--- config.mk ---
export PLATFORM = sky130hd
export DESIGN_NAME = dpb_fifo
export DESIGN_NICKNAME = d
export VERILOG_FILES = /design/src/sv/dpb_pkg.sv /design/src/sv/dpb_fifo.sv
export SDC_FILE = /design/constraint.sdc
export NUM_CORES = 1
export LEC_CHECK = 0
export BUFFER_PORTS_ARGS = -buffer_cell sky130_fd_sc_hd__buf_4
export CAP_MARGIN = 25
export CORE_AREA = 2 2 61 63
export CTS_CLUSTER_DIAMETER = 80
export DETAILED_ROUTE_END_ITERATION = 16
export DIE_AREA = 0 0 63 65
export GPL_ROUTABILITY_DRIVEN = 1
export GPL_TIMING_DRIVEN = 0
export PLACE_DENSITY = 0.78
export SLEW_MARGIN = 25
export SYNTH_ARGS = -nofsm -noshare
export SYNTH_HDL_FRONTEND = slang
export SYNTH_SLANG_ARGS = --single-unit
--- constraint.sdc ---
create_clock -name i_clk -period 2.2 [get_ports i_clk]
set_input_delay 0.44 -clock i_clk [delete_from_list [all_inputs] [get_ports i_clk]]
set_output_delay 0.44 -clock i_clk [all_outputs]
set_load 0.05 [all_outputs]
--- src/sv/dpb_pkg.sv ---
// Shared types, register indexes and field widths for the depth back-projection block.
package dpb_pkg;

    // Field widths that the register map and the pixel format fix
    localparam int DIM_W      = 13;
    localparam int CENTER_W   = 16;
    localparam int INV_W      = 24;
    localparam int DEPTH_W    = 16;
    localparam int COORD_W    = 32;
    localparam int CFG_IDX_W  = 3;
    localparam int CFG_DATA_W = 24;
    localparam int FRAC_SHIFT = 24;

    // Configuration register indexes
    localparam logic [CFG_IDX_W-1:0] REG_IMAGE_WIDTH  = 3'd0;
    localparam logic [CFG_IDX_W-1:0] REG_IMAGE_HEIGHT = 3'd1;
    localparam logic [CFG_IDX_W-1:0] REG_CENTER_X     = 3'd2;
    localparam logic [CFG_IDX_W-1:0] REG_CENTER_Y     = 3'd3;
    localparam logic [CFG_IDX_W-1:0] REG_INV_FOCAL_X  = 3'd4;
    localparam logic [CFG_IDX_W-1:0] REG_INV_FOCAL_Y  = 3'd5;

    // Register values after reset
    localparam logic [DIM_W-1:0]    RST_IMAGE_WIDTH  = 13'd640;
    localparam logic [DIM_W-1:0]    RST_IMAGE_HEIGHT = 13'd480;
    localparam logic [CENTER_W-1:0] RST_CENTER_X     = 16'd5112;
    localparam logic [CENTER_W-1:0] RST_CENTER_Y     = 16'd3832;
    localparam logic [INV_W-1:0]    RST_INV_FOCAL_X  = 24'd31957;
    localparam logic [INV_W-1:0]    RST_INV_FOCAL_Y  = 24'd31957;

    // One incoming depth pixel with its colour
    typedef struct packed {
        logic [DEPTH_W-1:0] depth_mm;
        logic [7:0]         blue;
        logic [7:0]         green;
        logic [7:0]         red;
    } t_pixel;

    // One back-projected point
    typedef struct packed {
        logic signed [COORD_W-1:0] point_x;
        logic signed [COORD_W-1:0] point_y;
        logic [DEPTH_W-1:0]        point_z;
        logic                      point_valid;
        logic [7:0]                out_blue;
        logic [7:0]                out_green;
        logic [7:0]                out_red;
        logic                      end_of_frame;
    } t_point;

    // Classified pixel handed from the front end to the multiply pipeline
    typedef struct packed {
        logic [DEPTH_W-1:0] depth_mm;
        logic               point_valid;
        logic               neg_x;
        logic               neg_y;
        logic [7:0]         blue;
        logic [7:0]         green;
        logic [7:0]         red;
        logic               end_of_frame;
    } t_job_meta;

endpackage

--- src/sv/dpb_fifo.sv ---
// Small first-word-fall-through queue with an occupancy count.
module dpb_fifo
    import dpb_pkg::*;
#(
    parameter int WIDTH = 8,
    parameter int DEPTH = 4
) (
    input  logic                       i_clk,
    input  logic                       i_rst_n,
    input  logic                       i_push,
    input  logic [WIDTH-1:0]           i_data,
    output logic                       o_full,
    input  logic                       i_pop,
    output logic [WIDTH-1:0]           o_data,
    output logic                       o_empty,
    output logic [$clog2(DEPTH):0]     o_count
);
    localparam int AW    = $clog2(DEPTH);
    localparam int CNT_W = AW + 1;

    logic [WIDTH-1:0] r_mem [DEPTH];
    logic [AW-1:0]    r_wr_ptr, n_wr_ptr;
    logic [AW-1:0]    r_rd_ptr, n_rd_ptr;
    logic [CNT_W-1:0] r_count, n_count;
    logic             do_wr, do_rd;

    assign o_full  = (r_count == CNT_W'(DEPTH));
    assign o_empty = (r_count == '0);
    assign o_count = r_count;
    assign o_data  = r_mem[r_rd_ptr];
    assign do_wr   = i_push && !o_full;
    assign do_rd   = i_pop && !o_empty;

    // Advance pointers (wrapping at the last entry) and count
    always_comb begin
        n_wr_ptr = r_wr_ptr;
        n_rd_ptr = r_rd_ptr;
        if (do_wr) begin
            n_wr_ptr = (r_wr_ptr == AW'(DEPTH - 1)) ? '0 : r_wr_ptr + 1'b1;
        end
        if (do_rd) begin
            n_rd_ptr = (r_rd_ptr == AW'(DEPTH - 1)) ? '0 : r_rd_ptr + 1'b1;
        end
        n_count  = r_count;
        if (do_wr && !do_rd) begin
            n_count = r_count + 1'b1;
        end else if (do_rd && !do_wr) begin
            n_count = r_count - 1'b1;
        end
    end

    always_ff @(posedge i_clk) begin
        if (!i_rst_n) begin
            r_wr_ptr <= '0;
            r_rd_ptr <= '0;
            r_count  <= '0;
        end else begin
            r_wr_ptr <= n_wr_ptr;
            r_rd_ptr <= n_rd_ptr;
            r_count  <= n_count;
        end
    end

    // Store the request
    always_ff @(posedge i_clk) begin
        if (do_wr) begin
            r_mem[r_wr_ptr] <= i_data;
        end
    end

endmodule

# Word-level counts from Yosys, hierarchy flattened
# Memory sizes are Yosys's and may differ from the RTL's. A register that Yosys moved wholly into a read port is not among the register bits.
# Index checks and enable logic that the tools add are counted.
[totals]
elab_cells = 29
mem_bits_rw = 32
reg_bits = 7
memories = 1
out_inout_bits = 13
in_bits = 12
[op_classes]
addsub = 4
n_eq_ne = 3
mux = 8
reduce_logical = 10
[memory_table]
columns = ["memory", "words", "word_bits", "read_ports", "rd_ports_with_merged_regs", "wr", "line", "text"]
rows = [
  ["r_mem", 4, 8, 1, 1, 1, "dpb_fifo.sv:21", "logic [WIDTH-1:0] r_mem [DEPTH];"],
]
[op_table]
columns = ["operator", "n"]
rows = [
  ["2-bit two-way mux", 4],
  ["3-bit two-way mux", 2],
  ["2-bit by 1-bit adder with 2-bit output, second input constant", 2],
  ["2-bit == test, second input constant", 2],
  ["1-bit logical AND", 4],
  ["1-bit zero test", 4],
  ["3-bit by 1-bit adder with 3-bit output, second input constant", 1],
  ["3-bit == test, second input constant", 1],
  ["3-bit zero test", 1],
  ["3-bit by 1-bit subtractor with 3-bit output, second input constant", 1],
  ["1-bit two-way mux", 2],
  ["2-bit nonzero test", 1],
]

# Longest topological paths before layout
[logic_depth]
word_depth = 7
depth_mapped = 9
ltp_nobuf = 8

# Worst setup path before layout
# No wires, ideal clock.
[synth_path]
path_kind = "register -> register"
startpoint = "reg r_count[2] (netlist: o_count[2])"
endpoint = "reg r_count[2] (netlist: o_count[2])"
path_slack_ps = -535
n_path_buf = 1
required_ps = 2124
setup_time_ps = 76
arrival_ps = 2660
period_less_slack_ps = 2735
stages_incl_launch_ff = 10
path_cell_list = "dfxtp_1 > nor3b_2 > nor2b_1 > buf_2 > ha_1 > inv_1 > fa_1 > xor2_1 > or3_1 > a21boi_0"
[synth_via]
elab_chain_len = 6
elab_cells_between_ends = 15
cone_classes = "add/sub: 2; eq/ne: 1; mux: 2; reduce/logical: 10"
[synth_lines]
columns = ["element", "line", "text"]
rows = [
  ["from (decl)", "dpb_fifo.sv:24", "logic [CNT_W-1:0] r_count, n_count;"],
  ["from (signal assigned)", "dpb_fifo.sv:60", "r_count <= n_count;"],
  ["3-bit == test (*)", "dpb_fifo.sv:27", "assign o_full = (r_count == CNT_W'(DEPTH));"],
  ["via o_full", "dpb_fifo.sv:12", "output logic o_full,"],
  ["1-bit zero test (*)", "dpb_fifo.sv:31", "assign do_wr = i_push && !o_full;"],
  ["1-bit logical AND (*)", "dpb_fifo.sv:31", ""],
  ["via do_wr", "dpb_fifo.sv:25", "logic do_wr, do_rd;"],
  ["1-bit zero test", "dpb_fifo.sv:47", "end else if (do_rd && !do_wr) begin"],
  ["1-bit logical AND", "dpb_fifo.sv:47", ""],
  ["2-bit nonzero test (no source line)", "-", ""],
]
# The timed path passes the listed nets; every way through them passes the cells marked *. The select of a mux whose other input is x is not followed.
# A chain may end at the register's enable or synchronous reset.

==> metrics.txt <==
total power draw=between 2 and 2.5 mW; worst slew pin tran=0.486 ns; Hold WS=between 0.2 and 0.3 ns; RR Endpoint=o_count[2]$_SDFFE_PN0P_; DRC Markers=0; Final Worst Setup Slack=between 0.1 and 0.15 ns; arrival time at the worst endpoint=1.64 ns; largest net degree at the start of global routing=13; Final GP Congestion=approximately 0.74; fin crit period=2.08 ns; total CTS buffers=5; final instance area=1990 um^2; Worst Setup Start Kind=flop; commonest non-fill, non-tap cells in the layout=edfxtp_1, buf_4, mux4_2; clk_skew=approximately 0.01 ns; DP Area=1910 um^2; outcome=complete, no violations; leakage power=0.720 nW; Setup-failing EPs final=0; CP Depth=3; CP Max Fanout=8; CP peak stage delay=0.39 ns; total wire length=2420 um; Max Root-Sink Buffers=2; max-slew violation count=0; clock-pin slew on the worst setup and hold paths=0.11 ns; layout cells sized above 1=39.5%; Post-Syn Area=1630 um^2; Die W=around 63 um; Final Cycle Share=94.5%; Highest Signal Layer=met4; Met1 Routed Length=931 um; FF+latch count, synth=41; synth unique cells=23; Final HPWL DP=between 1500 and 2000 um; fin util=57.1%; DRT iter0 DRCs=20; critical path's slowest cell=buf_1; Critical R2R Launch=o_count[2]$_SDFFE_PN0P_; HP Class=primary input to flop; reg2reg setup slack=0.22 ns; dpl ws=-0.113 ns; synth-to-layout area growth=22.3%; register area share after synthesis=a little over two thirds; Die Ht=65 um; Post-Synthesis Cells=93; synthesis warning total=0; CTS Sinks=a little over 40; unrepaired setup endpoints after global routing=false; Fin. Hold Viols=0; Inst Count DP=165; CP endpoint=o_data[4]; CP cell instances=buf_1 > mux4_2 > buf_4; Top-Level Pins=25; CTS tree=done; clk_lat worst skew=0.34 ns; GRT Overall Usage=roughly an eighth; DR WL met3=between 150 and 200 um; row cnt=22; ant diodes=0; Synth Net Count=112; Post-Layout Cell Count=172; CP required=1.76 ns; setup_tns=0 ns; WL per Instance=14.0 um; initial antenna violation count=0; Crit Path Class=flop to output pin; total gr overflow=0; number of H-tree levels=2; DR pass1 iterations=4; Largest delay share family, worst path=buffers and inverters; Synth Area per Inst=between 15 and 20 um^2; VDD IR max=0.000635 V; Buf/Inv on CP=2; commonest non-fill, non-tap cell in the layout=edfxtp_1; total die area=4100 um^2; Slew headroom=67.6%; CORE AREA=about 3500 um^2; element type at the critical path end=output pin; metal2 WL=1250 um; max frequency=481 MHz; first-pass GRT wire length=a little under 4000 um; DRT antenna net count=0; total of max-cap violations=0; Initial Util=between 40 and 50%; Vias=~850; worst reg-to-reg path cell count=9; Pwr per Cell Area=1240 nW/um^2; Via density=between 4 and 5; # hold bufs at CTS=0; input/output buffers=24; CTS Root Buffer Type=clkbuf_4; Nets=143; vias in the first global route=slightly below 900
## timing repair
| item | 4_1_cts | 5_1_grt |
|---|---|---|
| setup buffers | 0 | 0 |
| endpoints found under the hold margin | 0 | 0 |
| endpoints found under the setup margin | 1 | 9 |
| resized for setup | 1 | 2 |
## registers in the layout (all words and copies together) (netlist names), named ones only
signal,flops
r_rd_ptr,2
o_count,3
r_wr_ptr,2
r_mem,32
## cells in the mapped netlist
library cell	n	area share [%]
a21boi_0	1	0.46
and2_1	5	1.9
buf_1	1	0.23
buf_2	2	0.61
clkbuf_1	1	0.23
dfxtp_1	9	11
edfxtp_1	32	59
fa_1	1	1.2
ha_1	6	4.6
inv_1	3	0.69
mux2i_1	3	1.8
mux4_2	8	11
nand2_1	6	1.4
nand3_1	2	0.61
nor2_1	2	0.46
nor2b_1	2	0.77
nor3_1	1	0.31
nor3b_2	1	0.77
o21ai_0	3	0.92
o31ai_1	1	0.46
or3_1	1	0.38
xnor2_1	1	0.54
xor2_1	1	0.54
## cell type report
class,count,area (um^2)
multi-input cells,45,495
well taps,48,60.1
inverters,3,11.3
fillers,286,1500
plain buffers,4,22.5
flip-flops and latches,41,1150
repair buffers,24,180
clock inverters,2,35.0
clock buffers,5,37.5
## cell families after synthesis
logic type / synth area share, %
mux: 12.9
compound gates: 1.84
buf+inv: 1.76
fa+ha+maj: 5.83
simple gates: 6.60
xor+xnor: 1.07
flops: 70.0
## layer usage
| layer | vias up | track usage (%) |
|---|---|---|
| met4 | 0 | 5.83 |
| met5 | - | 0 |
| met1 | 413 | 12.3 |
| met2 | 27 | 24.9 |
| met3 | 6 | 5.03 |
| li1 | 408 | - |
## worst min-delay path by stage
stage                                   startpoint                       end  slack, ns  cells after the start
after floorplan           r_wr_ptr[1]$_SDFFE_PN0P_  r_wr_ptr[1]$_SDFFE_PN0P_       0.47                      2
after global placement    r_wr_ptr[1]$_SDFFE_PN0P_  r_wr_ptr[1]$_SDFFE_PN0P_       0.48                      2
after detailed placement  r_wr_ptr[1]$_SDFFE_PN0P_  r_wr_ptr[1]$_SDFFE_PN0P_       0.50                      2
after CTS                                i_data[4]     r_mem[3][4]$_DFFE_PP_       0.28                      1
after global routing                     i_data[4]     r_mem[1][4]$_DFFE_PP_       0.27                      1
final                                    i_data[7]     r_mem[0][7]$_DFFE_PP_       0.29                      1
## report_power, final
part,internal (mW),switching (mW)
clock,0.231,0.220
combinational,0.380,0.600
sequential,0.963,0.0807
Power figures use the tool's default switching activity.
