<file path="src/sv/dpb_pkg.sv">
// Shared types, register indexes and field widths for the depth back-projection block.
package dpb_pkg;

    // Field widths that the register map and the pixel format fix
    localparam int DIM_W      = 13;
    localparam int CENTER_W   = 16;
    localparam int INV_W      = 24;
    localparam int DEPTH_W    = 16;
    localparam int COORD_W    = 32;
    localparam int CFG_IDX_W  = 3;
    localparam int CFG_DATA_W = 24;
    localparam int FRAC_SHIFT = 24;

    // Configuration register indexes
    localparam logic [CFG_IDX_W-1:0] REG_IMAGE_WIDTH  = 3'd0;
    localparam logic [CFG_IDX_W-1:0] REG_IMAGE_HEIGHT = 3'd1;
    localparam logic [CFG_IDX_W-1:0] REG_CENTER_X     = 3'd2;
    localparam logic [CFG_IDX_W-1:0] REG_CENTER_Y     = 3'd3;
    localparam logic [CFG_IDX_W-1:0] REG_INV_FOCAL_X  = 3'd4;
    localparam logic [CFG_IDX_W-1:0] REG_INV_FOCAL_Y  = 3'd5;

    // Register values after reset
    localparam logic [DIM_W-1:0]    RST_IMAGE_WIDTH  = 13'd640;
    localparam logic [DIM_W-1:0]    RST_IMAGE_HEIGHT = 13'd480;
    localparam logic [CENTER_W-1:0] RST_CENTER_X     = 16'd5112;
    localparam logic [CENTER_W-1:0] RST_CENTER_Y     = 16'd3832;
    localparam logic [INV_W-1:0]    RST_INV_FOCAL_X  = 24'd31957;
    localparam logic [INV_W-1:0]    RST_INV_FOCAL_Y  = 24'd31957;

    // One incoming depth pixel with its colour
    typedef struct packed {
        logic [DEPTH_W-1:0] depth_mm;
        logic [7:0]         blue;
        logic [7:0]         green;
        logic [7:0]         red;
    } t_pixel;

    // One back-projected point
    typedef struct packed {
        logic signed [COORD_W-1:0] point_x;
        logic signed [COORD_W-1:0] point_y;
        logic [DEPTH_W-1:0]        point_z;
        logic                      point_valid;
        logic [7:0]                out_blue;
        logic [7:0]                out_green;
        logic [7:0]                out_red;
        logic                      end_of_frame;
    } t_point;

    // Classified pixel handed from the front end to the multiply pipeline
    typedef struct packed {
        logic [DEPTH_W-1:0] depth_mm;
        logic               point_valid;
        logic               neg_x;
        logic               neg_y;
        logic [7:0]         blue;
        logic [7:0]         green;
        logic [7:0]         red;
        logic               end_of_frame;
    } t_job_meta;

endpackage

</file>
<file path="src/sv/dpb_front.sv">
// Front end: pixel position counters and classification of each accepted pixel.
module dpb_front
    import dpb_pkg::*;
#(
    parameter int MAX_DIM = 4096,
    parameter int MAG_W   = 16
) (
    input  logic                i_clk,
    input  logic                i_rst_n,
    input  logic                i_push,
    input  logic                i_queue_full,
    input  t_pixel              i_pixel,
    input  logic [DIM_W-1:0]    i_image_width,
    input  logic [DIM_W-1:0]    i_image_height,
    input  logic [CENTER_W-1:0] i_center_x,
    input  logic [CENTER_W-1:0] i_center_y,
    output logic                o_write,
    output t_job_meta           o_meta,
    output logic [MAG_W-1:0]    o_mag_x,
    output logic [MAG_W-1:0]    o_mag_y
);
    localparam int CW = $clog2(MAX_DIM);
    localparam int DW = (CW + 1 > DIM_W) ? CW + 1 : DIM_W;
    localparam logic [DW-1:0] MAX_D = DW'(MAX_DIM);

    logic [CW-1:0] r_column, n_column;
    logic [CW-1:0] r_row, n_row;
    logic [DW-1:0] width_c, height_c;
    logic [DW-1:0] col_next, row_next;
    logic          last_col, last_row;
    logic [MAG_W-1:0] pos_x, pos_y, cen_x, cen_y;
    logic          neg_x, neg_y;

    assign o_write = i_push && !i_queue_full;

    // Clamp the frame size to 1..MAX_DIM
    always_comb begin
        if (i_image_width == '0) begin
            width_c = DW'(1);
        end else if (DW'(i_image_width) > MAX_D) begin
            width_c = MAX_D;
        end else begin
            width_c = DW'(i_image_width);
        end
        if (i_image_height == '0) begin
            height_c = DW'(1);
        end else if (DW'(i_image_height) > MAX_D) begin
            height_c = MAX_D;
        end else begin
            height_c = DW'(i_image_height);
        end
    end

    assign col_next = DW'(r_column) + DW'(1);
    assign row_next = DW'(r_row) + DW'(1);
    assign last_col = (col_next >= width_c);
    assign last_row = (row_next >= height_c);

    // Offset from the principal point in 1/16 pixel, as sign and magnitude
    assign pos_x = MAG_W'({r_column, 4'b0000});
    assign pos_y = MAG_W'({r_row, 4'b0000});
    assign cen_x = MAG_W'(i_center_x);
    assign cen_y = MAG_W'(i_center_y);
    assign neg_x = (pos_x < cen_x);
    assign neg_y = (pos_y < cen_y);
    assign o_mag_x = neg_x ? cen_x - pos_x : pos_x - cen_x;
    assign o_mag_y = neg_y ? cen_y - pos_y : pos_y - cen_y;

    always_comb begin
        o_meta.depth_mm     = i_pixel.depth_mm;
        o_meta.point_valid  = (i_pixel.depth_mm != '0);
        o_meta.neg_x        = neg_x;
        o_meta.neg_y        = neg_y;
        o_meta.blue         = i_pixel.blue;
        o_meta.green        = i_pixel.green;
        o_meta.red          = i_pixel.red;
        o_meta.end_of_frame = last_col && last_row;
    end

    // Advance raster position on each accepted request
    always_comb begin
        n_column = r_column;
        n_row    = r_row;
        if (o_write) begin
            if (last_col) begin
                n_column = '0;
                n_row    = last_row ? '0 : CW'(row_next);
            end else begin
                n_column = CW'(col_next);
            end
        end
    end

    always_ff @(posedge i_clk) begin
        if (!i_rst_n) begin
            r_column <= '0;
            r_row    <= '0;
        end else begin
            r_column <= n_column;
            r_row    <= n_row;
        end
    end

endmodule

</file>
<file path="config.mk">
export PLATFORM = sky130hd
export DESIGN_NAME = dpb_front
export DESIGN_NICKNAME = d
export VERILOG_FILES = /design/src/sv/dpb_pkg.sv /design/src/sv/dpb_front.sv
export SDC_FILE = /design/constraint.sdc
export NUM_CORES = 1
export LEC_CHECK = 0
export ABC_AREA = 1
export BUFFER_PORTS_ARGS = -buffer_cell sky130_fd_sc_hd__buf_4
export CAP_MARGIN = 20
export CORE_MARGIN = 5
export CORE_UTILIZATION = 49
export CTS_BUF_LIST = sky130_fd_sc_hd__clkbuf_16
export CTS_CLUSTER_DIAMETER = 50
export DETAILED_ROUTE_END_ITERATION = 6
export MAX_ROUTING_LAYER = met4
export PLACE_DENSITY = 0.8
export SLEW_MARGIN = 20
export SYNTH_ARGS = -nofsm -noshare
export SYNTH_HDL_FRONTEND = slang
export SYNTH_SLANG_ARGS = --single-unit
</file>
<file path="constraint.sdc">
create_clock -name i_clk -period 2.6 [get_ports i_clk]
set_input_delay 0.13 -clock i_clk [delete_from_list [all_inputs] [get_ports i_clk]]
set_output_delay 0.13 -clock i_clk [all_outputs]
set_load 0.05 [all_outputs]
</file>
==> results of run 1 <==
[kinds of logic after synthesis]
kind of cell	share of synthesized area [%]
adder cells (fa/ha/maj)	16.8
AO/OA/AOI/OAI	11.4
flip-flops	8.35
AND/OR/NAND/NOR	38.9
XOR/XNOR	6.24
buffers and inverters	18.3
[stage by stage]
step	setup slack, ns	setup TNS, ns
2_1_floorplan	0.0812	0
3_3_place_gp	0.164	0
3_5_place_dp	0.0325	0
4_1_cts	-0.0250	-0.0250
5_1_grt	-0.0918	-0.0918
[metal layers]
metal  GRT usage, %
met3           2.82
met1           28.9
met4           3.90
met2           33.9
met5              -
[timing repair]
action / in CTS / in global routing
hold buffers: 0 / 0
gates resized for setup: 12 / 58
pin swaps: 1 / 15
setup buffers: 0 / 4
setup endpoints to repair: 10 / 53
==> load_flow_metrics.sql, run 1 <==
INSERT INTO impl_metrics (metric_group, metric, value, unit) VALUES
('synthesis', 'synth_top_area_share', '20.0', '%'),
('status', 'run_status', 'aborted with a tool error', ''),
('synthesis', 'netlist_top_cells_area', 'sky130_fd_sc_hd__nand2_1 (20%), sky130_fd_sc_hd__ha_1 (16%), sky130_fd_sc_hd__inv_1 (9.1%)', ''),
('cts', 'clock_sinks', '24', ''),
('synthesis', 'synthMostInstantiatedCell', 'sky130_fd_sc_hd__nand2_1', ''),
('placement', 'dp_cells', '1213', ''),
('synthesis', 'synth_top_cells_by_count', 'sky130_fd_sc_hd__nand2_1 (307), sky130_fd_sc_hd__inv_1 (140), sky130_fd_sc_hd__nor2_1 (89)', ''),
('synthesis', 'synthDistinctLibCells', '38', ''),
('global_routing', 'maximum_number_of_pins_on_one_net_before_global_route_repair', '22', ''),
('synthesis', 'synth_area_leader_cell', 'sky130_fd_sc_hd__nand2_1', ''),
('synthesis', 'async_reset_ff_share', '0', '%'),
('synthesis', 'seq_area_frac_synth', '8.35', '%'),
('status', 'tool.error', '[ERROR DRT-0255] Maze Route cannot find path of net i_pixel[3] in worker of routeBox ( 96600 96600 ) ( 118380 118380 ).', ''),
('global_routing', 'grt_antenna_before_repair', '0', ''),
('status', 'last_step_reached', '5_2_route', ''),
('synthesis', 'synthCells', '993', ''),
('cts', 'clock_path_buffers', '2', ''),
('placement', 'io_buffers', '130', ''),
('synthesis', 'synth_ff_type', 'sky130_fd_sc_hd__dfxtp_1', ''),
('global_routing', 'grt.overflow.total', '0', ''),
('placement', 'gp_congestion', '0.937', ''),
('placement', 'detailedPlacementHpwl', '12700', 'um'),
('die', 'die_y', '118', 'um'),
('die', 'boundaryPins', '179', ''),
('synthesis', 'synth.net_count', '1171', ''),
('global_routing', 'via_count_of_the_first_global_routing_pass', '5706', ''),
('cts', 'clockRootBuffer', 'sky130_fd_sc_hd__clkbuf_16', ''),
('synthesis', 'synth_enable_flop_cells', '0', ''),
('die', 'number_of_placement_rows', '39', ''),
('die', 'starting_density', '50.2', '%'),
('synthesis', 'syn-mean-instance-area', '5.80', 'um2'),
('global_routing', 'grt_util_all_layers', '21.2', '%'),
('die', 'die_w', '118', 'um'),
('timing', 'worst_endpoint', 'o_meta[0]', ''),
('global_routing', 'grt_pass1_wl', '25300', 'um'),
('synthesis', 'synth-warning-count', '0', ''),
('placement', 'dpl_cell_area', '6540', 'um2'),
('cts', 'numCtsBuffers', '3', ''),
('timing', 'worstEndpointType', 'top-level output', ''),
('synthesis', 'yosys_reg_bits', '24', ''),
('cts', 'h-tree-depth', '1', ''),
('synthesis', 'synth_area', '5760', 'um2');
==> run 2, diff against run 1 <==
--- a/config.mk
+++ b/config.mk
@@ -9,12 +9,9 @@
 export BUFFER_PORTS_ARGS = -buffer_cell sky130_fd_sc_hd__buf_4
 export CAP_MARGIN = 20
 export CORE_MARGIN = 5
-export CORE_UTILIZATION = 49
-export CTS_BUF_LIST = sky130_fd_sc_hd__clkbuf_16
-export CTS_CLUSTER_DIAMETER = 50
+export CORE_UTILIZATION = 35
 export DETAILED_ROUTE_END_ITERATION = 6
-export MAX_ROUTING_LAYER = met4
-export PLACE_DENSITY = 0.8
+export PLACE_DENSITY_LB_ADDON = 0.15
 export SLEW_MARGIN = 20
 export SYNTH_ARGS = -nofsm -noshare
 export SYNTH_HDL_FRONTEND = slang
==> constraint.sdc (replaced) <==
create_clock -name i_clk -period 3.4 [get_ports i_clk]
set_input_delay 0.17 -clock i_clk [delete_from_list [all_inputs] [get_ports i_clk]]
set_output_delay 0.17 -clock i_clk [all_outputs]
set_load 0.05 [all_outputs]
==> load_flow_metrics.sql, run 2 <==
INSERT INTO impl_metrics (metric_group, metric, value, unit) VALUES
('synthesis', 'netlist_top_cells_area', 'sky130_fd_sc_hd__nand2_1 (20%), sky130_fd_sc_hd__ha_1 (16%), sky130_fd_sc_hd__inv_1 (9.1%)', ''),
('timing', 'max_clock_freq', '0.319', 'GHz'),
('die', 'dieArea', '19100', 'um2'),
('timing', 'timing_worst_slew_pin_value', '0.517', 'ns'),
('die', 'core_area', '16000', 'um2'),
('worst_setup_path', 'worstSetupEndpointType', 'primary output', ''),
('worst_setup_path', 'max_stage_delay', '0.45', 'ns'),
('synthesis', 'synth_ff_type', 'sky130_fd_sc_hd__dfxtp_1', ''),
('synthesis', 'synthCells', '993', ''),
('job', 'timing.max_cap.violations', '0', ''),
('cts', 'clock_insertion_delay_at_the_later_pin_of_the_skew_report', '0.27', 'ns'),
('cts', 'h-tree-depth', '1', ''),
('worst_setup_path', 'timing.setup.critical_path_class', 'flop to primary output', ''),
('placement', 'dp_cells', '1278', ''),
('placement', 'dpl_cell_area', '6560', 'um2'),
('power', 'power.density', '189', 'nW/um2'),
('worst_setup_path', 'critical_path.max_fanout', '11', ''),
('synthesis', 'synth_top_area_share', '20.0', '%'),
('die', 'die_y', '138', 'um'),
('route', 'via_per_inst', '4.61', ''),
('route', 'post_drt_wl_per_cell', '12.4', 'um'),
('cells_and_area', 'layout-drive-gt1-share', '18.9', '%'),
('timing', 'hold_viol_final', '0', ''),
('route', 'via_count', '5907', ''),
('worst_setup_path', 'setup.worst_path.start_class', 'flop', ''),
('cells_and_area', 'layout-area-overhead-vs-synth', '15.6', '%'),
('global_routing', 'maximum_number_of_pins_on_one_net_before_global_route_repair', '22', ''),
('worst_setup_path', 'critical_path.slowest_cell', 'sky130_fd_sc_hd__dfxtp_1', ''),
('synthesis', 'yosys_reg_bits', '24', ''),
('worst_setup_path', 'cp.required', '3.23', 'ns'),
('cells_and_area', 'layout.cells.non_filler', '1282', ''),
('cells_and_area', 'layout_commonest_cell', 'sky130_fd_sc_hd__nand2_1', ''),
('cells_and_area', 'post_layout_util', '41.6', '%'),
('timing', 'finalCriticalPeriod', '3.13', 'ns'),
('synthesis', 'synth_area_leader_cell', 'sky130_fd_sc_hd__nand2_1', ''),
('route', 'drt_first_iter_violations', '299', ''),
('cells_and_area', 'largest_registers', 'r_column (12), r_row (12)', ''),
('global_routing', 'grt_antenna_before_repair', '0', ''),
('die', 'starting_density', '36.0', '%'),
('worst_setup_path', 'buffers_and_inverters_on_the_worst_path', '3', ''),
('worst_setup_path', 'critPathTopFamily', 'simple AND/OR/NAND/NOR gates', ''),
('route', 'drt_pre_antenna_iters', '4', ''),
('synthesis', 'async_reset_ff_share', '0', '%'),
('synthesis', 'synth.net_count', '1171', ''),
('cts', 'numCtsBuffers', '3', ''),
('timing', 'fin_skew', '0.00166', 'ns'),
('status', 'run_status', 'complete, no violations', ''),
('synthesis', 'seq_area_frac_synth', '8.35', '%'),
('synthesis', 'synth_enable_flop_cells', '0', ''),
('cells_and_area', 'final_design_area_no_fill', '6660', 'um2'),
('worst_setup_path', 'path_common_cell', 'sky130_fd_sc_hd__nand2_1', ''),
('synthesis', 'synthDistinctLibCells', '38', ''),
('placement', 'io_buffers', '130', ''),
('cells_and_area', 'final_cell_mix', 'sky130_fd_sc_hd__nand2_1 (306), sky130_fd_sc_hd__inv_1 (140), sky130_fd_sc_hd__buf_4 (135), sky130_fd_sc_hd__nor2_1 (89), sky130_fd_sc_hd__ha_1 (74)', ''),
('cts', 'clkSlewWorstSetupHoldPaths', '0.06', 'ns'),
('power', 'vdd_ir_drop_max', '0.000151', 'V'),
('worst_setup_path', 'arrival_time_worst_endpoint', '2.96', 'ns'),
('synthesis', 'syn-mean-instance-area', '5.80', 'um2'),
('worst_setup_path', 'cp_cell_sequence', 'ha_1 -> nand3_1 -> nor3_2 -> nand2_1 -> nor4_2 -> ha_1 -> nand2_1 -> inv_1 -> nand2_1 -> nand2_1 -> a21oi_1 -> nand2_2 -> nand2_1 -> inv_1 -> buf_4', ''),
('route', 'wirelength', '15900', 'um'),
('power', 'p_leak', '3.70', 'nW'),
('cts', 'clock_tree_from_tritoncts', 'built', ''),
('timing', 'relSlewSlack', '65.2', '%'),
('cells_and_area', 'diodes', '0', ''),
('die', 'die_w', '138', 'um'),
('worst_setup_path', 'critical_path_cell_count', '15', ''),
('cts', 'clockRootBuffer', 'sky130_fd_sc_hd__clkbuf_16', ''),
('cts', 'cts_setup_buffers', '0', ''),
('timing', 'setup_ws', '0.270', 'ns'),
('timing', 'maxSlewViolCount', '0', ''),
('synthesis', 'synthMostInstantiatedCell', 'sky130_fd_sc_hd__nand2_1', ''),
('synthesis', 'synth_area', '5760', 'um2'),
('die', 'number_of_placement_rows', '46', ''),
('placement', 'dpl_worst_slack', '0.414', 'ns'),
('route', 'remaining_drc_errors', '0', ''),
('global_routing', 'grt.overflow.total', '0', ''),
('synthesis', 'synth_top_cells_by_count', 'sky130_fd_sc_hd__nand2_1 (307), sky130_fd_sc_hd__inv_1 (140), sky130_fd_sc_hd__nor2_1 (89)', ''),
('global_routing', 'grt_pass1_wl', '26900', 'um'),
('worst_setup_path', 'r2r.worst_path.cells', '15', ''),
('timing', 'final.hold.worst_slack', '0.224', 'ns'),
('cells_and_area', 'final_nets', '1245', ''),
('timing', 'finalSetupTns', '0', 'ns'),
('placement', 'detailedPlacementHpwl', '13700', 'um'),
('global_routing', 'grt_util_all_layers', '16.1', '%'),
('cells_and_area', 'fillerInstances', '1797', ''),
('placement', 'gp_congestion', '0.880', ''),
('global_routing', 'via_count_of_the_first_global_routing_pass', '5586', ''),
('worst_hold_path', 'hold_path_cell_cnt', '3', ''),
('timing', 'rsz0062_at_grt', 'false', ''),
('timing', 'final_min_period_over_clock_period', '92.1', '%'),
('route', 'antenna_violating_nets_post_route', '0', ''),
('synthesis', 'synth-warning-count', '0', ''),
('die', 'boundaryPins', '179', ''),
('cts', 'clock_path_buffers', '2', ''),
('power', 'finalPower', '1.26', 'mW'),
('timing', 'timing.final.setup_violations', '0', ''),
('worst_hold_path', 'hp-class', 'input port to flop', ''),
('cts', 'clock_sinks', '24', '');
==> run 2: cell counts after synthesis <==
Identical to the previous run, type by type.
==> run 2: layout make-up <==
class	count	area [um2]	share of cell area, %
multi-input cells	751	4230	63.6
repair buffers	135	1010	15.2
inverters	152	571	8.57
flip-flops and latches	24	480	7.22
well taps	216	270	4.06
clock buffers	4	88.8	1.33
==> run 2: kinds of logic after synthesis <==
group                      count (synthesis)  share of synthesized area, %
buffers and inverters                    218                          18.3
AOI/OAI and AO/OA                        112                          11.4
DFF                                       24                          8.35
xor gates and xnor gates                  41                          6.24
and+or+nand+nor                          522                          38.9
adders and majority gates                 76                          16.8
==> run 2: worst min-delay path, delay by kind of cell <==
family        cells  cell delay [ns]
buf+inv           1             0.17
simple gates      2             0.11
==> run 2: where the power goes <==
group,switching [mW],total (mW),internal [mW]
logic,0.441,0.679,0.238
registers,0.00516,0.289,0.284
clock network,0.109,0.290,0.180
total,0.555,1.26,0.702
==> run 2: final timing paths <==
kind	startpoint	end	slack (ns)
min reg2reg	r_column[10]	r_column[10]	0.52
min	i_rst_n	r_row[8]	0.22
max	r_row[0]	o_meta[0]	0.27
max reg2reg	r_column[0]	r_row[3]	0.51
==> run 2: routing by layer <==
layer	GRT usage, %	wire, um	share of wire [%]
met3	1.55	698	4.4
met2	25.1	6460	41
met5	0	0	0
met4	4.06	257	1.6
met1	23.8	8440	53
==> run 2: what timing repair did <==
action,4_1_cts,5_1_grt
gates resized for setup,0,2
endpoints found under the setup margin,0,1
hold buffers,0,0
Power figures use the tool's default switching activity.
